==> config.mk <==
export PLATFORM = sky130hd
export DESIGN_NAME = moving_average_iir_filter_top
export DESIGN_NICKNAME = d
export VERILOG_FILES = /design/src/rtl/core/maif_pkg.sv /design/src/rtl/core/maif_ram.sv /design/src/rtl/core/moving_average_iir_filter_top.sv
export VERILOG_INCLUDE_DIRS = /design/src /design/src/rtl/core
export SDC_FILE = /design/constraint.sdc
export NUM_CORES = 2
export LEC_CHECK = 0
export ABC_AREA = 1
export BUFFER_PORTS_ARGS = -buffer_cell sky130_fd_sc_hd__buf_2
export CAP_MARGIN = 5
export CORE_ASPECT_RATIO = 2
export CORE_MARGIN = 1.5
export CORE_UTILIZATION = 35
export CTS_CLUSTER_DIAMETER = 30
export DETAILED_ROUTE_END_ITERATION = 6
export PLACE_DENSITY = 0.55
export SLEW_MARGIN = 20
export SYNTH_ARGS = -nofsm -noshare
export SYNTH_HDL_FRONTEND = slang
export SYNTH_HIERARCHICAL = 1
export SYNTH_SLANG_ARGS = --single-unit
==> constraint.sdc <==
create_clock -name clk -period 7.7 [get_ports clk]
set_input_delay 1.54 -clock clk [delete_from_list [all_inputs] [get_ports clk]]
set_output_delay 1.54 -clock clk [all_outputs]
set_load 0.02 [all_outputs]
==> src/rtl/core/moving_average_iir_filter_top_macros.svh <==
// ----------------------------------------------------------------------------
// moving_average_iir_filter_top_macros.svh
// assertion macros shared by the filter rtl, empty for synthesis
// ----------------------------------------------------------------------------
`ifndef MOVING_AVERAGE_IIR_FILTER_TOP_MACROS_SVH
`define MOVING_AVERAGE_IIR_FILTER_TOP_MACROS_SVH

`ifndef SYNTHESIS

// clocked check, switched off while reset is asserted
`define MAIF_ASSERT(label, prop, msg) \
    label: assert property (@(posedge clk) disable iff (!rst_n) prop) else $error(msg);

// clocked check that also holds while reset is asserted
`define MAIF_ASSERT_RST(label, prop, msg) \
    label: assert property (@(posedge clk) prop) else $error(msg);

`else

`define MAIF_ASSERT(label, prop, msg)

`define MAIF_ASSERT_RST(label, prop, msg)

`endif

`endif

==> src/rtl/core/maif_pkg.sv <==
// ----------------------------------------------------------------------------
// maif_pkg
// widths, reset values and register map of the moving average / iir filter
// ----------------------------------------------------------------------------
package maif_pkg;

    // payload widths
    localparam int SAMPLE_W   = 16;
    localparam int ALPHA_W    = 16;
    localparam int OUT_W      = 32;

    // fixed point formats
    localparam int AVG_FRAC_W = 3;   // fraction bits kept by the boxcar average
    localparam int OUT_FRAC_W = 16;  // q16.16 output

    // default window length
    localparam int WINDOW_LEN_DEFAULT = 8;

    // configuration port
    localparam int CFG_DATA_W = 32;
    localparam int REG_IDX_W  = 1;
    localparam int CFG_ADDR_W = REG_IDX_W + 2;

    localparam logic [REG_IDX_W-1:0] REG_ALPHA = REG_IDX_W'(0);

    // about 0.385 in q0.16
    localparam logic [ALPHA_W-1:0] ALPHA_RESET = ALPHA_W'(25231);

endpackage

==> src/rtl/core/maif_ram.sv <==
// ----------------------------------------------------------------------------
// maif_ram
// generic single write port ram with one registered read port
// ----------------------------------------------------------------------------
module maif_ram #(
    parameter int WIDTH = 16,
    parameter int DEPTH = 8
) (
    input  logic                     clk,
    input  logic                     wr_en,
    input  logic [$clog2(DEPTH)-1:0] wr_addr,
    input  logic [WIDTH-1:0]         wr_data,
    input  logic [$clog2(DEPTH)-1:0] rd_addr,
    output logic [WIDTH-1:0]         rd_data
);

    logic [WIDTH-1:0] mem_reg [DEPTH];
    logic [WIDTH-1:0] rd_data_reg;

    always_ff @(posedge clk)
    begin
        if (wr_en)
        begin
            mem_reg[wr_addr] <= wr_data;
        end
        rd_data_reg <= mem_reg[rd_addr];
    end

    assign rd_data = rd_data_reg;

endmodule

==> src/rtl/core/moving_average_iir_filter_top.sv <==
// ----------------------------------------------------------------------------
// moving_average_iir_filter_top
// boxcar average of the last WINDOW_LEN adc samples followed by a first
// order iir smoother, q16.16 output
// ----------------------------------------------------------------------------
// Each accepted sample gives exactly one filtered result, in order. The block
// takes one sample per clock cycle for as long as results are taken. A
// sample passes the stages in order: its transfer updates the window ram and
// the running sum, then the average is registered with three fraction bits,
// and then the iir multiply-accumulate against the previous output loads the
// output register, where the result is offered. That last stage closes the
// only feedback loop (one 16 x 33 bit multiply and an add per cycle), which
// is what fixes the rate at one sample per cycle. The window sits in a ram
// whose oldest entry is prefetched while the ring pointer moves, so no
// clearing pass runs after reset: until the ring has wrapped once, evicted
// samples read as zero. The weight alpha_reg (unsigned q0.16, reset 25231,
// about 0.385) is written at byte address 0 of the apb port; the user must
// write it only while no sample is in flight, the block does not enforce it.
// The previous output keeps a weight of (65536 - alpha) / 65536.
// ----------------------------------------------------------------------------
`include "moving_average_iir_filter_top_macros.svh"

module moving_average_iir_filter_top #(
    parameter int WINDOW_LEN = maif_pkg::WINDOW_LEN_DEFAULT
) (
    input  logic                            clk,
    input  logic                            rst_n,

    // configuration port
    input  logic                            psel,
    input  logic                            penable,
    input  logic                            pwrite,
    input  logic [maif_pkg::CFG_ADDR_W-1:0] paddr,
    input  logic [maif_pkg::CFG_DATA_W-1:0] pwdata,
    output logic [maif_pkg::CFG_DATA_W-1:0] prdata,
    output logic                            pready,

    // sample channel
    input  logic                            sample_valid,
    output logic                            sample_stall,
    input  logic [maif_pkg::SAMPLE_W-1:0]   sample,

    // result channel
    output logic                            filtered_valid,
    input  logic                            filtered_stall,
    output logic [maif_pkg::OUT_W-1:0]      filtered
);

    // ------------------------------------------------------------------
    // derived sizes
    // ------------------------------------------------------------------
    localparam int SLOT_W    = $clog2(WINDOW_LEN);
    localparam int SUM_W     = maif_pkg::SAMPLE_W + SLOT_W;        // running sum
    localparam int NUM_W     = SUM_W + maif_pkg::AVG_FRAC_W;       // sum with fraction bits
    localparam int AVG_W     = maif_pkg::SAMPLE_W + maif_pkg::AVG_FRAC_W;
    localparam int AVG_ALIGN = maif_pkg::OUT_FRAC_W - maif_pkg::AVG_FRAC_W;
    localparam int OUT_W     = maif_pkg::OUT_W;
    localparam int ALPHA_W   = maif_pkg::ALPHA_W;
    localparam int PROD_W    = OUT_W + ALPHA_W + 2;                // signed mix product
    localparam int STEP_W    = OUT_W + 2;                          // correction term

    localparam logic [SLOT_W-1:0] LAST_SLOT = SLOT_W'(WINDOW_LEN - 1);
    localparam bit IS_POW2 = ((WINDOW_LEN & (WINDOW_LEN - 1)) == 0);

    // ------------------------------------------------------------------
    // configuration register
    // ------------------------------------------------------------------
    logic [ALPHA_W-1:0]             alpha_reg;
    logic [maif_pkg::REG_IDX_W-1:0] reg_idx;
    logic                           cfg_write;

    assign pready    = 1'b1;
    assign reg_idx   = paddr[maif_pkg::CFG_ADDR_W-1:2];
    assign cfg_write = psel && penable && pwrite && pready;

    always_ff @(posedge clk or negedge rst_n)
    begin
        if (!rst_n)
        begin
            alpha_reg <= maif_pkg::ALPHA_RESET;
        end
        else if (cfg_write && (reg_idx == maif_pkg::REG_ALPHA))
        begin
            alpha_reg <= pwdata[ALPHA_W-1:0];
        end
    end

    // register read-back, writes beyond the map are dropped
    always_comb
    begin
        unique case (reg_idx)
            maif_pkg::REG_ALPHA: prdata = maif_pkg::CFG_DATA_W'(alpha_reg);
            default:             prdata = '0;
        endcase
    end

    // ------------------------------------------------------------------
    // pipeline flow control
    // a stage loads when the one after it is empty or moving on, so a
    // sample is still taken while a finished result waits downstream
    // ------------------------------------------------------------------
    logic s1_valid_reg;
    logic s2_valid_reg;
    logic out_valid_reg;
    logic s1_en;
    logic s2_en;
    logic out_en;
    logic accept;
    logic out_load;

    assign out_en       = !out_valid_reg || !filtered_stall;
    assign s2_en        = !s2_valid_reg || out_en;
    assign s1_en        = !s1_valid_reg || s2_en;
    assign sample_stall = !s1_en;
    assign accept       = sample_valid && s1_en;
    assign out_load     = out_en && s2_valid_reg;

    always_ff @(posedge clk or negedge rst_n)
    begin
        if (!rst_n)
        begin
            s1_valid_reg  <= 1'b0;
            s2_valid_reg  <= 1'b0;
            out_valid_reg <= 1'b0;
        end
        else
        begin
            if (s1_en)
            begin
                s1_valid_reg <= accept;
            end
            if (s2_en)
            begin
                s2_valid_reg <= s1_valid_reg;
            end
            if (out_en)
            begin
                out_valid_reg <= s2_valid_reg;
            end
        end
    end

    // ------------------------------------------------------------------
    // window ring and running sum, updated on each sample transfer
    // ------------------------------------------------------------------
    logic [SLOT_W-1:0]            slot_reg;
    logic [SLOT_W-1:0]            slot_next;
    logic [SLOT_W-1:0]            rd_slot;
    logic                         wrap_now;          // transfer into the last slot
    logic                         window_full_reg;   // ring has wrapped at least once
    logic [maif_pkg::SAMPLE_W-1:0] oldest_data;
    logic [maif_pkg::SAMPLE_W-1:0] evicted;
    logic [SUM_W-1:0]             sum_reg;
    logic [SUM_W-1:0]             sum_next;

    assign slot_next = (slot_reg == LAST_SLOT) ? '0 : slot_reg + SLOT_W'(1);
    assign wrap_now  = accept && (slot_reg == LAST_SLOT);

    // prefetch the entry that the next sample will overwrite
    assign rd_slot = accept ? slot_next : slot_reg;

    maif_ram #(
        .WIDTH (maif_pkg::SAMPLE_W),
        .DEPTH (WINDOW_LEN)
    ) u_window_ram (
        .clk     (clk),
        .wr_en   (accept),
        .wr_addr (slot_reg),
        .wr_data (sample),
        .rd_addr (rd_slot),
        .rd_data (oldest_data)
    );

    // until the ring has wrapped, entries not yet written count as zero
    assign evicted  = window_full_reg ? oldest_data : '0;
    assign sum_next = sum_reg + SUM_W'(sample) - SUM_W'(evicted);

    always_ff @(posedge clk or negedge rst_n)
    begin
        if (!rst_n)
        begin
            slot_reg        <= '0;
            window_full_reg <= 1'b0;
            sum_reg         <= '0;
        end
        else if (accept)
        begin
            slot_reg <= slot_next;
            sum_reg  <= sum_next;
            if (wrap_now)
            begin
                window_full_reg <= 1'b1;
            end
        end
    end

    // stage 1 payload: window sum after this sample
    logic [SUM_W-1:0] s1_sum_reg;

    always_ff @(posedge clk)
    begin
        if (accept)
        begin
            s1_sum_reg <= sum_next;
        end
    end

    // ------------------------------------------------------------------
    // stage 2: boxcar average with three fraction bits
    // ------------------------------------------------------------------
    logic [NUM_W-1:0] s1_num;
    logic [AVG_W-1:0] s1_avg;
    logic [AVG_W-1:0] s2_avg_reg;

    assign s1_num = {s1_sum_reg, maif_pkg::AVG_FRAC_W'(0)};

    generate
        if (IS_POW2)
        begin : g_shift
            // power of two window, the division is a plain shift
            assign s1_avg = s1_num[SLOT_W +: AVG_W];
        end
        else
        begin : g_recip
            // exact floor division by multiplying with a rounded-up reciprocal
            localparam int RECIP_SHIFT = NUM_W + SLOT_W;
            localparam int RECIP_W     = NUM_W + 1;
            localparam logic [63:0] RECIP_FULL =
                ((64'd1 << RECIP_SHIFT) + 64'(WINDOW_LEN) - 64'd1) / 64'(WINDOW_LEN);
            localparam logic [RECIP_W-1:0] RECIP = RECIP_FULL[RECIP_W-1:0];

            logic [NUM_W+RECIP_W-1:0] quot_prod;

            assign quot_prod = s1_num * RECIP;
            assign s1_avg    = quot_prod[RECIP_SHIFT +: AVG_W];
        end
    endgenerate

    always_ff @(posedge clk)
    begin
        if (s2_en && s1_valid_reg)
        begin
            s2_avg_reg <= s1_avg;
        end
    end

    // ------------------------------------------------------------------
    // stage 3: iir, out = prev + floor(alpha * (avg - prev) / 2^16)
    // the output register doubles as the previous output
    // ------------------------------------------------------------------
    logic [OUT_W-1:0]         avg_q16;
    logic [OUT_W-1:0]         out_reg;
    logic signed [OUT_W:0]    mix_diff;
    logic signed [PROD_W-1:0] mix_prod;
    logic signed [STEP_W-1:0] mix_step;
    logic [STEP_W-1:0]        mix_sum;

    assign avg_q16  = {s2_avg_reg, AVG_ALIGN'(0)};
    assign mix_diff = $signed({1'b0, avg_q16}) - $signed({1'b0, out_reg});
    assign mix_prod = mix_diff * $signed({1'b0, alpha_reg});
    assign mix_step = mix_prod[PROD_W-1:ALPHA_W];
    assign mix_sum  = {2'b00, out_reg} + $unsigned(mix_step);

    always_ff @(posedge clk or negedge rst_n)
    begin
        if (!rst_n)
        begin
            out_reg <= '0;
        end
        else if (out_load)
        begin
            out_reg <= mix_sum[OUT_W-1:0];
        end
    end

    assign filtered_valid = out_valid_reg;
    assign filtered       = out_reg;

    // ------------------------------------------------------------------
    // assertions
    // ------------------------------------------------------------------
    `MAIF_ASSERT_RST(a_reset_idle, !rst_n |=> !(filtered_valid || sample_stall), "busy after reset")
    `MAIF_ASSERT(a_slot_wrap, wrap_now |=> (slot_reg == '0), "ring pointer did not wrap")
    `MAIF_ASSERT(a_sum_hold, !accept |=> $stable(sum_reg), "sum moved without a transfer")
    `MAIF_ASSERT(a_prev_hold, !out_load |=> $stable(out_reg), "output moved without a load")
    `MAIF_ASSERT(a_full_sticky, window_full_reg |=> window_full_reg, "full flag cleared")

endmodule
==> results.sh <==
export IMPL_reg2reg_slack_ns=-0.91
export IMPL_relSlewSlack=0.2678
export IMPL_path_class="flop to flop"
export IMPL_hold_violations=0
export IMPL_drv_cap=0
export IMPL_route_detailed_drc=0
export IMPL_place_inst=5977
export IMPL_syn_area_per_cell_um2=8.097
export IMPL_start_util=0.3523
export IMPL_finalWirelength_mm=123.9
export IMPL_antenna_found_initial=3
export IMPL_ant_nets=0
export IMPL_crit_fanout=7
export IMPL_yosys_area_top_type="fa_1"
export IMPL_insertion_delay_ns=0.62
export IMPL_crit_buf_inv=12
export IMPL_grt_overflow=0
export IMPL_synthCells=4128
export IMPL_grt_max_degree=66
export IMPL_grt_pass1_wl_mm=185.6
export IMPL_nets=5638
export IMPL_gp_congestion=0.9892
export IMPL_outcome="finished with violations"
export IMPL_dieHeight_um=440.0
export IMPL_min_period_ns=8.614
export IMPL_slowest_delay_ns=0.57
export IMPL_wl_per_cell_um=20.14
export IMPL_final_layout_size_suffix_gt1_frac=0.3148
export IMPL_largest_reg_flops=128
export IMPL_first_pass_iters=5
export IMPL_worstSetupEndpointType="flop"
export IMPL_grt_pass1_vias=31900
export IMPL_utilization=0.4837
export IMPL_grt_setup_unrepaired="yes"
export IMPL_fmax_mhz=116.1
export IMPL_finClkSkew_ns=0.02570
export IMPL_period_share=1.119
export IMPL_cts_num_sinks=256
export IMPL_netlist_top_cells_area="fa_1 (30%), edfxtp_1 (15%), inv_1 (12%)"
export IMPL_critical_path_top_delay_family="adder cells"
export IMPL_start_kind="flop"
export IMPL_worstHoldPathType="flop to flop"
export IMPL_yosysTopAreaCellShare=0.3031
export IMPL_hold_path_depth=0
export IMPL_ys_seq_elements=256
export IMPL_worst_path_stages=47
export IMPL_drt_iter0_markers=1225
export IMPL_n_fill_cell=9141
export IMPL_maxSlewViolCount=0
export IMPL_placementRows=160
export IMPL_synth_most_common_cell="inv_1"
export IMPL_setup_slack_ns=-0.9144
export IMPL_required_ns=8.19
export IMPL_cts_root_buf="clkbuf_16"
export IMPL_grt_usage=0.2597
export IMPL_final_cells=6154
export IMPL_areaGrowthSynthToFinish_pct=37.30
export IMPL_ys_types=63
export IMPL_cp_arrival_ns=9.10
export IMPL_synth_edf_count=166
export IMPL_h_tree_depth=2
export IMPL_cts_hold_buf=0
export IMPL_cp_slowest_cell="fa_1"
export IMPL_vias=29440
export IMPL_clkTransAtPathRegs_ns=0.06
export IMPL_fp_coreArea_mm2=0.09489
export IMPL_syn_area_mm2=0.03343
export IMPL_cts_buffers=55
export IMPL_portBuffers=89
export IMPL_violations="setup timing"
export IMPL_fp_dieW_um=221.5
export IMPL_vias_per_cell=4.784
export IMPL_clockBufferDepth=3
export IMPL_hpwl_mm=103.8
export IMPL_setup_viol=26
export IMPL_worst_pin_slew_ns=1.097
export IMPL_yosysSeqAreaShare=0.2144
export IMPL_synth_flop_cell="edfxtp_1"
export IMPL_place_worst_setup_slack_ns=-1.536
export IMPL_synth_top_cells_by_count="inv_1 (1073), nand2_1 (887), fa_1 (506)"
export IMPL_tritoncts="done"
export IMPL_ys_async_sr_fraction=0.2891
export IMPL_ioPinCount=125
export IMPL_reg2regPathDepth=47
export IMPL_yosys_warnings=6
export IMPL_fp_dieArea_mm2=0.09748
[cell families after synthesis]
logic type,after synthesis,synth area share
other cells,2,0.0002247
xor+xnor,73,0.02115
simple gates,1550,0.1923
compound gates,335,0.05731
fa+ha+maj,691,0.3723
flops,256,0.2144
buf+inv,1221,0.1423
[per-layer routing]
metal	global-route usage	routed length [µm]	up-vias
met5	0	0	-
met3	0.03000	3965	452
met1	0.2164	36140	14370
met2	0.5108	68230	778
met4	0.2646	15580	0
li1	-	-	13840
[path summary, 6_finish.rpt]
kind,startpoint,to
worst min register to register,s1_avg[9],s2_avg_reg[9]
worst max-delay path,s2_avg_reg[3],filtered[31]
max in group asynchronous,rst_n,alpha_reg[4]
worst max register to register,s2_avg_reg[3],filtered[31]
min in group asynchronous,rst_n,filtered[28]
worst min-delay path,s1_avg[9],s2_avg_reg[9]
[final cells by class]
type / instances / area (µm²) / area share
multi-input combinational: 2666 / 24560 / 0.5351
sequential: 256 / 7192 / 0.1567
timing repair buffer: 823 / 6584 / 0.1435
inverter: 1087 / 4115 / 0.08966
tap: 1215 / 1520 / 0.03312
clock buffer: 64 / 1430 / 0.03116
clock inverter: 40 / 488.0 / 0.01063
antenna: 3 / 7.507 / 0.0001636
[through the flow]
stage	hold WS, ns	TNS (ns)	cell area (µm²)
2_1_floorplan	0.4003	-0.03000	34160
3_3_place_gp	0.4038	-32.49	40800
3_5_place_dp	0.4045	-32.75	40810
4_1_cts	0.3939	-16.72	45070
5_1_grt	0.3995	-25.66	45890
6_report	0.3944	-16.75	45900
[worst register-to-register path: cells and delay by family (launching register included)]
family,cells,cell delay [ns]
xor+xnor,2,0.30
buf+inv,12,1.12
simple gates,14,1.17
compound gates,10,1.42
flops,1,0.46
fa+ha+maj,9,4.04
[repair_timing]
| action | in CTS | in global routing |
|---|---|---|
| pin swaps | 196 | 147 |
| endpoints found under the setup margin | 31 | 30 |
| setup buffers | 54 | 24 |
| resized for setup | 468 | 167 |
[placed cells by master, fill, tap and decap left out, drive strengths merged, types with 8 or more instances in the layout]
cell type  instances
dfrtp             66
edfxtp           166
o21ai            120
buf              823
clkinv            25
nand4             24
nor2             344
o21bai            13
xnor2             27
a21o              15
or2               36
dfxtp             16
nand2            900
nand3            201
nor4              11
clkbuf            64
xor2              46
conb              17
a21oi            138
nor3              22
inv             1089
ha               185
dfstp              8
fa               506
Power is left out: the tool's default activity adds up to more than one toggle a clock period on the data nets, which glitch-free logic cannot reach.
